[src/hdl/dual_stepper_move_arc_sequencer_unit_assert.svh]
// Assertion macros shared by the sequencer modules.
// Needs only a clock and an active-low reset at the point of use.
`ifndef DUAL_STEPPER_MOVE_ARC_SEQUENCER_UNIT_ASSERT_SVH
`define DUAL_STEPPER_MOVE_ARC_SEQUENCER_UNIT_ASSERT_SVH

`ifndef ASSERT_OFF
// same-cycle implication
`define DSM_ASSERT_IMP(lbl, clk, rst_n, ante, cons) \
    lbl: assert property (@(posedge clk) disable iff (!rst_n) (ante) |-> (cons)) \
        else $error("dsm assertion failed");
// next-cycle implication
`define DSM_ASSERT_NEXT(lbl, clk, rst_n, ante, cons) \
    lbl: assert property (@(posedge clk) disable iff (!rst_n) (ante) |=> (cons)) \
        else $error("dsm assertion failed");
`else
`define DSM_ASSERT_IMP(lbl, clk, rst_n, ante, cons)
`define DSM_ASSERT_NEXT(lbl, clk, rst_n, ante, cons)
`endif

`endif

[src/hdl/dsm_pkg.sv]
// Shared types, codes and constants for the dual stepper sequencer.
// No dependencies; every other file but the assertion header imports it.
package dsm_pkg;

    localparam int MODE_W     = 3;
    localparam int AMT_W      = 16;
    localparam int COIL_W     = 4;
    localparam int COUNT_W    = 24;
    localparam int CFG_IDX_W  = 2;
    localparam int CFG_DATA_W = 16;

    // Configuration reset values
    localparam logic [7:0]  OFFSET_RST      = 8'd30;
    localparam logic [7:0]  SPR_RST         = 8'd40;
    localparam logic [15:0] MOVE_SCALE_RST  = 16'd4244;
    localparam logic [15:0] TURN_SCALE_RST  = 16'd4444;

    localparam logic [COUNT_W-1:0] COUNT_MAX = 24'hFFFFFF;

    // Reciprocals: floor(x/d) = (x * M) >> S over the operand ranges used
    localparam logic [31:0] RECIP_1000       = 32'd2199023256;  // x < 2^32, S = 41
    localparam logic [14:0] RECIP_360        = 15'd23302;       // x < 2^15, S = 23
    localparam logic [29:0] RECIP_45         = 30'd763549742;   // x < 2^29, S = 35
    localparam logic [8:0]  DEG_PER_REV      = 9'd360;

    typedef enum logic [MODE_W-1:0] {
        MODE_MOVE    = 3'd0,
        MODE_TURN    = 3'd1,
        MODE_ARC     = 3'd2,
        MODE_STEP    = 3'd3,
        MODE_RELEASE = 3'd4
    } mode_code_t;

    typedef enum logic [CFG_IDX_W-1:0] {
        REG_OFFSET     = 2'd0,
        REG_SPR        = 2'd1,
        REG_MOVE_SCALE = 2'd2,
        REG_TURN_SCALE = 2'd3
    } cfg_reg_t;

    typedef enum logic [1:0] {
        ACT_MOVE = 2'd0,
        ACT_TURN = 2'd1,
        ACT_ARC  = 2'd2
    } act_cmd_t;

    // Request class seen by the controller
    typedef enum logic [2:0] {
        KIND_SCALED,
        KIND_ARC,
        KIND_STEP,
        KIND_RELEASE,
        KIND_OTHER
    } req_kind_t;

    // Datapath operations, one per sequencer step
    typedef enum logic [3:0] {
        OP_NONE,
        OP_MV_MUL,
        OP_MV_DIV,
        OP_MV_DONE,
        OP_ARC_QA,
        OP_ARC_AOUT,
        OP_ARC_AIN,
        OP_ARC_OLO,
        OP_ARC_ODIV,
        OP_ARC_OHI,
        OP_ARC_ILO,
        OP_ARC_IDIV,
        OP_ARC_IHI,
        OP_ARC_DONE,
        OP_TICK,
        OP_RELEASE
    } dp_op_t;

    typedef enum logic [4:0] {
        ST_IDLE,
        ST_MV_MUL,
        ST_MV_DIV,
        ST_MV_DONE,
        ST_ARC_QA,
        ST_ARC_AOUT,
        ST_ARC_AIN,
        ST_ARC_OLO,
        ST_ARC_ODIV,
        ST_ARC_OHI,
        ST_ARC_ILO,
        ST_ARC_IDIV,
        ST_ARC_IHI,
        ST_ARC_DONE,
        ST_TICK,
        ST_RELEASE,
        ST_EMIT
    } ctl_state_t;

    typedef struct packed {
        dp_op_t op;
        logic   load_in;
        logic   load_out;
    } cmd_t;

    typedef struct packed {
        req_kind_t kind;
    } status_t;

    // Half-step coil patterns by phase
    function automatic logic [COIL_W-1:0] phase_pattern(input logic [2:0] ph);
        logic [COIL_W-1:0] pat;
        case (ph)
            3'd0:    pat = 4'h8;
            3'd1:    pat = 4'hA;
            3'd2:    pat = 4'h2;
            3'd3:    pat = 4'h6;
            3'd4:    pat = 4'h4;
            3'd5:    pat = 4'h5;
            3'd6:    pat = 4'h1;
            default: pat = 4'h9;
        endcase
        return pat;
    endfunction

endpackage

[src/hdl/dsm_if.sv]
// Request and result channel interfaces for the stepper sequencer.
// Depends on dsm_pkg for field widths.
interface dsm_cmd_if import dsm_pkg::*; ();
    logic                    valid;
    logic                    ready;
    logic [MODE_W-1:0]       mode;
    logic signed [AMT_W-1:0] amount;
    logic signed [AMT_W-1:0] radius;

    modport source (output valid, mode, amount, radius, input ready);
    modport sink   (input valid, mode, amount, radius, output ready);
endinterface

interface dsm_res_if import dsm_pkg::*; ();
    logic               valid;
    logic               ready;
    logic [COIL_W-1:0]  left_coils;
    logic [COIL_W-1:0]  right_coils;
    logic [COUNT_W-1:0] step_count;

    modport source (output valid, left_coils, right_coils, step_count, input ready);
    modport sink   (input valid, left_coils, right_coils, step_count, output ready);
endinterface

[src/hdl/dsm_dp.sv]
// Datapath: config registers, shared multiplier, arc/move arithmetic,
// wheel phase and Bresenham state, result register. Depends on dsm_pkg and the assertion header.
`include "dual_stepper_move_arc_sequencer_unit_assert.svh"

module dsm_dp import dsm_pkg::*;
(
    input  logic                    clk,
    input  logic                    rst_n,
    input  cmd_t                    op_cmd,
    output status_t                 dp_status,
    input  logic [MODE_W-1:0]       mode,
    input  logic signed [AMT_W-1:0] amount,
    input  logic signed [AMT_W-1:0] radius,
    input  logic                    cfg_we,
    input  logic [CFG_IDX_W-1:0]    cfg_index,
    input  logic [CFG_DATA_W-1:0]   cfg_data,
    output logic [COIL_W-1:0]       left_coils,
    output logic [COIL_W-1:0]       right_coils,
    output logic [COUNT_W-1:0]      step_count
);

    // Configuration
    logic [7:0]  offset_reg;
    logic [7:0]  spr_reg;
    logic [15:0] move_scale_reg;
    logic [15:0] turn_scale_reg;

    // Latched operands
    logic        neg_reg,      neg_next;
    logic        turn_reg,     turn_next;
    logic [15:0] mag_reg,      mag_next;
    logic [14:0] ang_reg,      ang_next;
    logic [15:0] rout_reg,     rout_next;
    logic [15:0] rin_reg,      rin_next;
    logic        arc_left_reg, arc_left_next;
    logic        near_reg,     near_next;

    // Arithmetic intermediates
    logic [63:0] prod_reg, prod_next;
    logic [6:0]  qa_reg,   qa_next;
    logic [8:0]  ra_reg,   ra_next;
    logic [23:0] aout_reg, aout_next;
    logic [23:0] ain_reg,  ain_next;
    logic [23:0] lo_reg,   lo_next;
    logic [29:0] nout_reg, nout_next;
    logic [COUNT_W-1:0] count_reg, count_next;

    // Motor state
    logic [2:0]  lphase_reg,  lphase_next;
    logic [2:0]  rphase_reg,  rphase_next;
    logic        lrev_reg,    lrev_next;
    logic        rrev_reg,    rrev_next;
    logic        in_left_reg, in_left_next;
    act_cmd_t    act_reg,     act_next;
    logic [33:0] err_reg,     err_next;
    logic [32:0] outer2_reg,  outer2_next;
    logic [32:0] inner2_reg,  inner2_next;
    logic        coils_driven_reg, coils_driven_next;

    // Result
    logic [COIL_W-1:0]  lcoil_reg, lcoil_next;
    logic [COIL_W-1:0]  rcoil_reg, rcoil_next;
    logic [COUNT_W-1:0] scount_reg, scount_next;

    logic [31:0] mul_a;
    logic [31:0] mul_b;

    function automatic logic [2:0] advance(input logic [2:0] ph, input logic rev);
        return rev ? ph - 3'd1 : ph + 3'd1;
    endfunction

    // Request class for the controller
    always_comb
    begin
        case (mode)
            MODE_MOVE, MODE_TURN: dp_status.kind = KIND_SCALED;
            MODE_ARC:             dp_status.kind = KIND_ARC;
            MODE_STEP:            dp_status.kind = KIND_STEP;
            MODE_RELEASE:         dp_status.kind = KIND_RELEASE;
            default:              dp_status.kind = KIND_OTHER;
        endcase
    end

    // Input decode, latched on accept
    always_comb
    begin
        logic [15:0] amt_bits;
        logic [15:0] rad_bits;
        logic [15:0] r_mag;
        logic [15:0] off16;
        amt_bits = amount;
        rad_bits = radius;
        off16    = {8'd0, offset_reg};
        r_mag    = rad_bits[15] ? (~rad_bits + 16'd1) : rad_bits;

        neg_next      = neg_reg;
        turn_next     = turn_reg;
        mag_next      = mag_reg;
        ang_next      = ang_reg;
        rout_next     = rout_reg;
        rin_next      = rin_reg;
        arc_left_next = arc_left_reg;
        near_next     = near_reg;
        if (op_cmd.load_in)
        begin
            neg_next      = amt_bits[15];
            turn_next     = (mode == MODE_TURN);
            mag_next      = amt_bits[15] ? (~amt_bits + 16'd1) : amt_bits;
            ang_next      = amt_bits[15] ? 15'd0 : amt_bits[14:0];
            rout_next     = r_mag + off16;
            near_next     = (r_mag < off16);
            rin_next      = (r_mag < off16) ? (off16 - r_mag) : (r_mag - off16);
            arc_left_next = !rad_bits[15];
        end
    end

    // Shared multiplier operand select
    always_comb
    begin
        mul_a = '0;
        mul_b = '0;
        case (op_cmd.op)
            OP_MV_MUL:
            begin
                mul_a = {16'd0, mag_reg};
                mul_b = {16'd0, turn_reg ? turn_scale_reg : move_scale_reg};
            end
            OP_MV_DIV:
            begin
                mul_a = prod_reg[31:0];
                mul_b = RECIP_1000;
            end
            OP_ARC_QA:
            begin
                mul_a = {17'd0, ang_reg};
                mul_b = {17'd0, RECIP_360};
            end
            OP_ARC_AOUT:
            begin
                mul_a = {24'd0, spr_reg};
                mul_b = {16'd0, rout_reg};
            end
            OP_ARC_AIN:
            begin
                mul_a = {24'd0, spr_reg};
                mul_b = {16'd0, rin_reg};
            end
            OP_ARC_OLO:
            begin
                mul_a = {8'd0, aout_reg};
                mul_b = {23'd0, ra_reg};
            end
            OP_ARC_ODIV, OP_ARC_IDIV:
            begin
                mul_a = {3'd0, prod_reg[31:3]};
                mul_b = {2'd0, RECIP_45};
            end
            OP_ARC_OHI:
            begin
                mul_a = {8'd0, aout_reg};
                mul_b = {25'd0, qa_reg};
            end
            OP_ARC_ILO:
            begin
                mul_a = {8'd0, ain_reg};
                mul_b = {23'd0, ra_reg};
            end
            OP_ARC_IHI:
            begin
                mul_a = {8'd0, ain_reg};
                mul_b = {25'd0, qa_reg};
            end
            default: ;
        endcase
    end

    // Arc intermediates: angle split into whole turns and remainder,
    // N = a*qa + floor(a*ra/360) with a = steps_per_rev * radius
    always_comb
    begin
        logic [15:0] qa_deg;
        qa_deg    = 16'(qa_reg) * 16'(DEG_PER_REV);
        prod_next = {32'd0, mul_a} * {32'd0, mul_b};
        qa_next   = qa_reg;
        ra_next   = ra_reg;
        aout_next = aout_reg;
        ain_next  = ain_reg;
        lo_next   = lo_reg;
        nout_next = nout_reg;
        case (op_cmd.op)
            OP_ARC_AOUT: qa_next = prod_reg[29:23];
            OP_ARC_AIN:
            begin
                ra_next   = 9'({1'b0, ang_reg} - qa_deg);
                aout_next = prod_reg[23:0];
            end
            OP_ARC_OLO:  ain_next = prod_reg[23:0];
            OP_ARC_OHI,
            OP_ARC_IHI:  lo_next = prod_reg[58:35];
            OP_ARC_ILO:  nout_next = prod_reg[29:0] + {6'd0, lo_reg};
            default: ;
        endcase
    end

    // Motor state, Bresenham terms and step count
    always_comb
    begin
        logic [33:0] err_sub;
        logic        inner_steps;
        logic        lstep;
        logic        rstep;
        logic [29:0] nin;
        err_sub     = err_reg - {1'b0, inner2_reg};
        inner_steps = err_sub[33] || (err_sub == '0);
        nin         = prod_reg[29:0] + {6'd0, lo_reg};
        lstep       = 1'b1;
        rstep       = 1'b1;

        lphase_next       = lphase_reg;
        rphase_next       = rphase_reg;
        lrev_next         = lrev_reg;
        rrev_next         = rrev_reg;
        in_left_next      = in_left_reg;
        act_next          = act_reg;
        err_next          = err_reg;
        outer2_next       = outer2_reg;
        inner2_next       = inner2_reg;
        coils_driven_next = coils_driven_reg;
        count_next        = count_reg;

        case (op_cmd.op)
            OP_MV_DONE:
            begin
                count_next = COUNT_W'(prod_reg[63:41]) + 24'd1;
                lrev_next  = neg_reg;
                rrev_next  = turn_reg ? !neg_reg : neg_reg;
                act_next   = turn_reg ? ACT_TURN : ACT_MOVE;
            end
            OP_ARC_DONE:
            begin
                outer2_next  = {2'd0, nout_reg, 1'b0};
                inner2_next  = {2'd0, nin, 1'b0};
                err_next     = {4'd0, nout_reg};
                in_left_next = arc_left_reg;
                lrev_next    = near_reg && arc_left_reg;
                rrev_next    = near_reg && !arc_left_reg;
                act_next     = ACT_ARC;
                count_next   = (nout_reg >= {6'd0, COUNT_MAX}) ? COUNT_MAX
                                                              : COUNT_W'(nout_reg) + 24'd1;
            end
            OP_TICK:
            begin
                if (act_reg == ACT_ARC)
                begin
                    lstep    = in_left_reg ? inner_steps : 1'b1;
                    rstep    = in_left_reg ? 1'b1 : inner_steps;
                    err_next = inner_steps ? err_sub + {1'b0, outer2_reg} : err_sub;
                end
                lphase_next       = lstep ? advance(lphase_reg, lrev_reg) : lphase_reg;
                rphase_next       = rstep ? advance(rphase_reg, rrev_reg) : rphase_reg;
                coils_driven_next = 1'b1;
            end
            OP_RELEASE: coils_driven_next = 1'b0;
            default: ;
        endcase

        if (op_cmd.load_in)
        begin
            count_next = '0;
        end
    end

    // Result register
    always_comb
    begin
        lcoil_next  = lcoil_reg;
        rcoil_next  = rcoil_reg;
        scount_next = scount_reg;
        if (op_cmd.load_out)
        begin
            lcoil_next  = coils_driven_reg ? phase_pattern(lphase_reg) : '0;
            rcoil_next  = coils_driven_reg ? phase_pattern(rphase_reg) : '0;
            scount_next = count_reg;
        end
    end

    // Control and configuration registers
    always_ff @(posedge clk or negedge rst_n)
    begin
        if (!rst_n)
        begin
            offset_reg       <= OFFSET_RST;
            spr_reg          <= SPR_RST;
            move_scale_reg   <= MOVE_SCALE_RST;
            turn_scale_reg   <= TURN_SCALE_RST;
            lphase_reg       <= '0;
            rphase_reg       <= '0;
            lrev_reg         <= 1'b0;
            rrev_reg         <= 1'b0;
            in_left_reg      <= 1'b0;
            act_reg          <= ACT_MOVE;
            err_reg          <= '0;
            outer2_reg       <= '0;
            inner2_reg       <= '0;
            coils_driven_reg <= 1'b0;
        end
        else
        begin
            if (cfg_we)
            begin
                case (cfg_index)
                    REG_OFFSET:     offset_reg     <= cfg_data[7:0];
                    REG_SPR:        spr_reg        <= cfg_data[7:0];
                    REG_MOVE_SCALE: move_scale_reg <= cfg_data;
                    REG_TURN_SCALE: turn_scale_reg <= cfg_data;
                    default: ;
                endcase
            end
            lphase_reg       <= lphase_next;
            rphase_reg       <= rphase_next;
            lrev_reg         <= lrev_next;
            rrev_reg         <= rrev_next;
            in_left_reg      <= in_left_next;
            act_reg          <= act_next;
            err_reg          <= err_next;
            outer2_reg       <= outer2_next;
            inner2_reg       <= inner2_next;
            coils_driven_reg <= coils_driven_next;
        end
    end

    // Payload registers
    always_ff @(posedge clk)
    begin
        neg_reg      <= neg_next;
        turn_reg     <= turn_next;
        mag_reg      <= mag_next;
        ang_reg      <= ang_next;
        rout_reg     <= rout_next;
        rin_reg      <= rin_next;
        arc_left_reg <= arc_left_next;
        near_reg     <= near_next;
        prod_reg     <= prod_next;
        qa_reg       <= qa_next;
        ra_reg       <= ra_next;
        aout_reg     <= aout_next;
        ain_reg      <= ain_next;
        lo_reg       <= lo_next;
        nout_reg     <= nout_next;
        count_reg    <= count_next;
        lcoil_reg    <= lcoil_next;
        rcoil_reg    <= rcoil_next;
        scount_reg   <= scount_next;
    end

    assign left_coils  = lcoil_reg;
    assign right_coils = rcoil_reg;
    assign step_count  = scount_reg;

    // A tick always energizes, a release always de-energizes
    `DSM_ASSERT_NEXT(a_tick_drives, clk, rst_n, op_cmd.op == OP_TICK, coils_driven_reg)
    `DSM_ASSERT_NEXT(a_release_frees, clk, rst_n, op_cmd.op == OP_RELEASE, !coils_driven_reg)

endmodule

[src/hdl/dsm_ctl.sv]
// Controller: sequences each request through the datapath steps and
// owns both handshakes. Depends on dsm_pkg and the assertion header.
`include "dual_stepper_move_arc_sequencer_unit_assert.svh"

module dsm_ctl import dsm_pkg::*;
(
    input  logic    clk,
    input  logic    rst_n,
    input  status_t dp_status,
    input  logic    in_valid,
    output logic    in_ready,
    output logic    out_valid,
    input  logic    out_ready,
    output cmd_t    op_cmd
);

    ctl_state_t state_reg, state_next;
    logic       out_valid_reg, out_valid_next;
    logic       in_fire;

    // Take a request only when idle and the result slot is free or draining
    assign in_ready  = (state_reg == ST_IDLE) && (!out_valid_reg || out_ready);
    assign in_fire   = in_valid && in_ready;
    assign out_valid = out_valid_reg;

    // Next state
    always_comb
    begin
        state_next = state_reg;
        case (state_reg)
            ST_IDLE:
            begin
                if (in_fire)
                begin
                    case (dp_status.kind)
                        KIND_SCALED:  state_next = ST_MV_MUL;
                        KIND_ARC:     state_next = ST_ARC_QA;
                        KIND_STEP:    state_next = ST_TICK;
                        KIND_RELEASE: state_next = ST_RELEASE;
                        default:      state_next = ST_EMIT;
                    endcase
                end
            end
            ST_MV_MUL:   state_next = ST_MV_DIV;
            ST_MV_DIV:   state_next = ST_MV_DONE;
            ST_MV_DONE:  state_next = ST_EMIT;
            ST_ARC_QA:   state_next = ST_ARC_AOUT;
            ST_ARC_AOUT: state_next = ST_ARC_AIN;
            ST_ARC_AIN:  state_next = ST_ARC_OLO;
            ST_ARC_OLO:  state_next = ST_ARC_ODIV;
            ST_ARC_ODIV: state_next = ST_ARC_OHI;
            ST_ARC_OHI:  state_next = ST_ARC_ILO;
            ST_ARC_ILO:  state_next = ST_ARC_IDIV;
            ST_ARC_IDIV: state_next = ST_ARC_IHI;
            ST_ARC_IHI:  state_next = ST_ARC_DONE;
            ST_ARC_DONE: state_next = ST_EMIT;
            ST_TICK:     state_next = ST_EMIT;
            ST_RELEASE:  state_next = ST_EMIT;
            ST_EMIT:     state_next = ST_IDLE;
            default:     state_next = ST_IDLE;
        endcase
    end

    // Datapath command per state
    always_comb
    begin
        op_cmd.load_in  = in_fire;
        op_cmd.load_out = (state_reg == ST_EMIT);
        case (state_reg)
            ST_MV_MUL:   op_cmd.op = OP_MV_MUL;
            ST_MV_DIV:   op_cmd.op = OP_MV_DIV;
            ST_MV_DONE:  op_cmd.op = OP_MV_DONE;
            ST_ARC_QA:   op_cmd.op = OP_ARC_QA;
            ST_ARC_AOUT: op_cmd.op = OP_ARC_AOUT;
            ST_ARC_AIN:  op_cmd.op = OP_ARC_AIN;
            ST_ARC_OLO:  op_cmd.op = OP_ARC_OLO;
            ST_ARC_ODIV: op_cmd.op = OP_ARC_ODIV;
            ST_ARC_OHI:  op_cmd.op = OP_ARC_OHI;
            ST_ARC_ILO:  op_cmd.op = OP_ARC_ILO;
            ST_ARC_IDIV: op_cmd.op = OP_ARC_IDIV;
            ST_ARC_IHI:  op_cmd.op = OP_ARC_IHI;
            ST_ARC_DONE: op_cmd.op = OP_ARC_DONE;
            ST_TICK:     op_cmd.op = OP_TICK;
            ST_RELEASE:  op_cmd.op = OP_RELEASE;
            default:     op_cmd.op = OP_NONE;
        endcase
    end

    // Result valid flag
    always_comb
    begin
        out_valid_next = out_valid_reg;
        if (state_reg == ST_EMIT)
        begin
            out_valid_next = 1'b1;
        end
        else if (out_valid_reg && out_ready)
        begin
            out_valid_next = 1'b0;
        end
    end

    always_ff @(posedge clk or negedge rst_n)
    begin
        if (!rst_n)
        begin
            state_reg     <= ST_IDLE;
            out_valid_reg <= 1'b0;
        end
        else
        begin
            state_reg     <= state_next;
            out_valid_reg <= out_valid_next;
        end
    end

    `DSM_ASSERT_NEXT(a_accept_starts_work, clk, rst_n, in_fire, state_reg != ST_IDLE)
    `DSM_ASSERT_IMP(a_emit_slot_free, clk, rst_n, state_reg == ST_EMIT, !out_valid_reg)
    `DSM_ASSERT_IMP(a_valid_from_emit, clk, rst_n, $rose(out_valid_reg), $past(state_reg == ST_EMIT))

endmodule

[src/hdl/dual_stepper_move_arc_sequencer_unit.sv]
// Two-wheel half-step stepper sequencer, top level.
// Channels: cmd (sink) takes mode/amount/radius requests; res (source) returns one
// result per request: both coil patterns and the step count of a move, turn or arc.
// Registers are written through cfg_we/cfg_index/cfg_data, one per clock, no wait.
// Each request runs the controller's steps over the single shared 32x32 multiplier:
//   unused modes: result only; step tick, release: one motor-state update
//   move or turn: scale multiply, reciprocal divide by 1000, update
//   arc: angle split, two radius products, two divides by 360, update
// One request is in work at a time: a new one is taken only while the controller
// is idle, after the last result has been emitted into the result register.
// The next is taken in the cycle the result leaves or in any idle cycle while the
// result register is empty.
// A stalled receiver holds the result in its register and keeps cmd.ready low.
// Reset: configuration returns to offset 30, 40 steps/rev, scales 4244 and 4444;
// phases, directions and Bresenham terms clear and coils count as released until a tick.
// Depends on dsm_pkg, dsm_if, dsm_ctl and dsm_dp.
module dual_stepper_move_arc_sequencer_unit import dsm_pkg::*;
(
    input  logic                  clk,
    input  logic                  rst_n,
    dsm_cmd_if.sink               cmd,
    dsm_res_if.source             res,
    input  logic                  cfg_we,
    input  logic [CFG_IDX_W-1:0]  cfg_index,
    input  logic [CFG_DATA_W-1:0] cfg_data
);

    cmd_t    op_cmd;
    status_t dp_status;

    dsm_ctl u_ctl
    (
        .clk       (clk),
        .rst_n     (rst_n),
        .dp_status (dp_status),
        .in_valid  (cmd.valid),
        .in_ready  (cmd.ready),
        .out_valid (res.valid),
        .out_ready (res.ready),
        .op_cmd    (op_cmd)
    );

    dsm_dp u_dp
    (
        .clk         (clk),
        .rst_n       (rst_n),
        .op_cmd      (op_cmd),
        .dp_status   (dp_status),
        .mode        (cmd.mode),
        .amount      (cmd.amount),
        .radius      (cmd.radius),
        .cfg_we      (cfg_we),
        .cfg_index   (cfg_index),
        .cfg_data    (cfg_data),
        .left_coils  (res.left_coils),
        .right_coils (res.right_coils),
        .step_count  (res.step_count)
    );

endmodule

[src/flat_wrapper.sv]
// flat-port wrapper written by rule: the top's interface ports become plain ports
module dual_stepper_move_arc_sequencer_unit_flat import dsm_pkg::*;
  (clk, rst_n, cfg_we, cfg_index, cfg_data, cmd_valid, cmd_mode, cmd_amount, cmd_radius, cmd_ready, res_valid, res_left_coils, res_right_coils, res_step_count, res_ready);
  dsm_cmd_if cmd_i ();
  dsm_res_if res_i ();
  input  logic clk;
  input  logic rst_n;
  input  logic cfg_we;
  input  logic [CFG_IDX_W-1:0] cfg_index;
  input  logic [CFG_DATA_W-1:0] cfg_data;
  input wire logic [$bits(cmd_i.valid)-1:0] cmd_valid;
  input wire logic [$bits(cmd_i.mode)-1:0] cmd_mode;
  input wire logic [$bits(cmd_i.amount)-1:0] cmd_amount;
  input wire logic [$bits(cmd_i.radius)-1:0] cmd_radius;
  output wire logic [$bits(cmd_i.ready)-1:0] cmd_ready;
  output wire logic [$bits(res_i.valid)-1:0] res_valid;
  output wire logic [$bits(res_i.left_coils)-1:0] res_left_coils;
  output wire logic [$bits(res_i.right_coils)-1:0] res_right_coils;
  output wire logic [$bits(res_i.step_count)-1:0] res_step_count;
  input wire logic [$bits(res_i.ready)-1:0] res_ready;
  assign cmd_i.valid = cmd_valid;
  assign cmd_i.mode = cmd_mode;
  assign cmd_i.amount = cmd_amount;
  assign cmd_i.radius = cmd_radius;
  assign cmd_ready = cmd_i.ready;
  assign res_valid = res_i.valid;
  assign res_left_coils = res_i.left_coils;
  assign res_right_coils = res_i.right_coils;
  assign res_step_count = res_i.step_count;
  assign res_i.ready = res_ready;
  dual_stepper_move_arc_sequencer_unit u_core (.clk(clk), .rst_n(rst_n), .cmd(cmd_i), .res(res_i), .cfg_we(cfg_we), .cfg_index(cfg_index), .cfg_data(cfg_data));
endmodule
[config.mk]
export PLATFORM = sky130hd
export DESIGN_NAME = dual_stepper_move_arc_sequencer_unit_flat
export DESIGN_NICKNAME = d
export VERILOG_FILES = /design/src/hdl/dsm_pkg.sv /design/src/hdl/dsm_if.sv /design/src/hdl/dsm_dp.sv /design/src/hdl/dsm_ctl.sv /design/src/hdl/dual_stepper_move_arc_sequencer_unit.sv /design/src/flat_wrapper.sv
export VERILOG_INCLUDE_DIRS = /design/src /design/src/hdl
export SDC_FILE = /design/constraint.sdc
export NUM_CORES = 2
export LEC_CHECK = 0
export BUFFER_PORTS_ARGS = -buffer_cell sky130_fd_sc_hd__buf_4
export CORE_MARGIN = 2
export CORE_UTILIZATION = 40
export CTS_CLUSTER_SIZE = 14
export DETAILED_ROUTE_END_ITERATION = 10
export SLEW_MARGIN = 10
export SYNTH_ARGS = -nofsm -noshare
export SYNTH_HDL_FRONTEND = slang
export SYNTH_SLANG_ARGS = --single-unit
[constraint.sdc]
create_clock -name clk -period 28.8 [get_ports clk]
set_input_delay 2.88 -clock clk [delete_from_list [all_inputs] [get_ports clk]]
set_output_delay 2.88 -clock clk [all_outputs]
set_load 0.1 [all_outputs]
==> results.sh <==
export IMPL_status="finished clean"
export IMPL_postSynthRegisterBits=461
export IMPL_synth_yosys_warnings=0
export IMPL_die_area_um2=132000
export IMPL_number_of_enable_type_register_cells_in_the_synthesized_netlist=216
export IMPL_io_buffers=91
export IMPL_end_kind="flop"
export IMPL_timing_setup_critical_path_class="reg -> reg"
export IMPL_final_hold_violation_count=0
export IMPL_worst_path_largest_cell_delay_ps=740
export IMPL_placement_rows=131
export IMPL_avg_vias_per_cell=5.33
export IMPL_synth_seq_area_share_pct=23.7
export IMPL_first_global_vias=38700
export IMPL_sequential_cell_area_um2=12200
export IMPL_drt_first_iter_violations=3368
export IMPL_clock_skew_final_ps=38.3
export IMPL_chipHeight_um=363
export IMPL_antenna_violations_before_repair=8
export IMPL_worst_endpoint_arrival_ps=12150
export IMPL_detail_route_wl_per_cell_um=21.3
export IMPL_post_route_cells_drive_above_1_share_pct=8.70
export IMPL_total_wire_length_after_detailed_routing_mm=151
export IMPL_grt_max_degree=87
export IMPL_die_width_um=363
export IMPL_grt_first_pass_wirelength_mm=234
export IMPL_synthCells=5264
export IMPL_synth_largest_area_cell="fa_1"
export IMPL_timing_final_setup_violations=0
export IMPL_fmax_mhz=85.8
export IMPL_globalRouteTotalUtil_pct=23.2
export IMPL_areaGrowthSynthToFinish_pct=9.39
export IMPL_hold_class="reg -> reg"
export IMPL_layout_core_utilization_pct=44.1
export IMPL_antenna_left=0
export IMPL_worstSetupStartpointType="flop"
export IMPL_final_nets=6639
export IMPL_worstSkewPairLatency_ps=640
export IMPL_num_fill_cells=12200
export IMPL_placeableCoreArea_um2=128000
export IMPL_final_period_utilization_pct=40.5
export IMPL_largest_register_ffs=61
export IMPL_cp_slowest_cell="o31ai_1"
export IMPL_crit_path_frequent_cell="fa_1"
export IMPL_crit_path_max_fanout=54
export IMPL_synth_cell_type_count=87
export IMPL_gp_routability_congestion=0.922
export IMPL_drt_first_pass_iters=7
export IMPL_netlist_area_leader_share_pct=26.5
export IMPL_critical_path_required_ps=29300
export IMPL_slew_viol_final=0
export IMPL_num_io_pins=92
export IMPL_netlist_top_cells_area="fa_1, ha_1, edfxtp_1"
export IMPL_netlist_area_um2=51500
export IMPL_synthArstFlopShare_pct=34.7
export IMPL_min_tclk_post_route_ps=11650
export IMPL_remaining_drc_errors=0
export IMPL_post_cts_resize_count=0
export IMPL_tns_ps=0
export IMPL_tritoncts="done"
export IMPL_max_slew_margin_rel_pct=16.0
export IMPL_syn_area_per_cell_um2=9.78
export IMPL_post_cts_setup_buffer_count=0
export IMPL_ctsRootBufferMaster="clkbuf_16"
export IMPL_timing_worst_slew_pin_value_ps=1230
export IMPL_rsz0062_at_grt="no"
export IMPL_cts_num_sinks=461
export IMPL_tritoncts_buffer_count=52
export IMPL_postSynth_topFlopCell="edfxtp_1"
export IMPL_cts_clk_slew_worst_paths_ps=60
export IMPL_cts_hold_buffers=0
export IMPL_via_total_after_detailed_routing=37700
export IMPL_start_util_pct=40.3
export IMPL_cts_path_max_buffers=3
export IMPL_timing_max_cap_violations=0
export IMPL_cts_htree_levels=2
export IMPL_combined_area_of_the_multi_input_logic_cells_um2=35300
export IMPL_grt_ovfl_total=0
export IMPL_post_dp_hpwl_mm=121
synth_stat cells (all sizes together), types with 16 or more instances:
master	n
inv	960
fa	681
ha	539
nor2	422
nand2	370
edfxtp	216
a21oi	204
o21ai	180
clkbuf	158
xnor2	146
dfrtp	144
xor2	94
or2	92
a21o	85
dfxtp	85
and2	81
nand3	56
mux2	53
and3	44
nand2b	42
nor3	42
nor2b	38
o21bai	36
a211oi	32
nor4	31
a221oi	28
o211ai	28
nand4	26
mux2i	25
a31oi	24
o21a	22
o31ai	21
or3	18
nor3b	17
dfstp	16
metrics by stage:
stage	worst slack (ps)	cell area [µm²]	instances	hold slack, ps
global route	16630	56300	7069	414
CTS	17160	56300	7067	403
floorplan	17450	51600	5313	386
finish	17150	56300	7071	406
global placement	17270	54500	6969	389
detailed placement	17190	54500	6969	389
per-layer routing:
layer	GRT usage, %	up-vias	wire length, µm
li1	-	17400	-
met1	32.7	19000	67600
met2	37.6	1193	69400
met3	3.04	191	9740
met4	5.65	2	3760
met5	0	-	8
worst max-delay path: cells and delay by family (launching register included):
| kind | cells | cell delay [ps] |
|---|---|---|
| adders and majority gates | 9 | 4390 |
| buffers and inverters | 7 | 1070 |
| and+or+nand+nor | 7 | 1910 |
| AOI/OAI and AO/OA | 11 | 3350 |
| DFF | 1 | 720 |
final timing paths:
kind / startpoint / endpoint / slack, ps / cells past startpoint
max: u_core.u_ctl.state_reg[0] / u_core.u_dp.prod_reg[57] / 17150 / 34
min: u_core.u_dp.prod_reg[39] / u_core.u_dp.lo_reg[4] / 410 / 0
max reg2reg: u_core.u_ctl.state_reg[0] / u_core.u_dp.prod_reg[57] / 17150 / 34
min reg2reg: u_core.u_dp.prod_reg[39] / u_core.u_dp.lo_reg[4] / 410 / 0
max in group asynchronous: rst_n / u_core.u_dp.outer2_reg[12] / 24870 / 2
min in group asynchronous: rst_n / u_core.u_dp.offset_reg[0] / 2320 / 1
final cells by class:
type | count | share of cell area, %
Sequential cell | 461 | 21.7
Multi-Input combinational cell | 3717 | 62.8
Clock buffer | 61 | 2.43
Tap cell | 1662 | 3.69
Clock inverter | 37 | 0.738
Inverter | 962 | 6.42
Timing Repair Buffer | 167 | 2.23
Antenna cell | 4 | 0.0178
layout by cell type (no fill, tap or decap), types with 85 or more instances in the layout:
cell	n
ha_1	539
nor2_1	420
a21oi_1	202
dfxtp_1	85
edfxtp_1	216
nand2_1	370
fa_1	681
a21o_1	85
inv_1	959
or2_2	92
o21ai_0	177
dfrtp_1	144
xor2_1	94
xnor2_1	145
buf_4	166
cell families after synthesis:
| kind of cell | share of synthesized area [%] |
|---|---|
| AND/OR/NAND/NOR | 12.2 |
| adder cells (fa/ha/maj) | 39.6 |
| buffers and inverters | 8.33 |
| AO/OA/AOI/OAI | 10.4 |
| flip-flops | 23.7 |
| XOR/XNOR | 4.08 |
| multiplexers | 1.65 |
| other | 0.0146 |
Power is left out: the tool's default activity adds up to more than one toggle a clock period on the data nets, which glitch-free logic cannot reach.
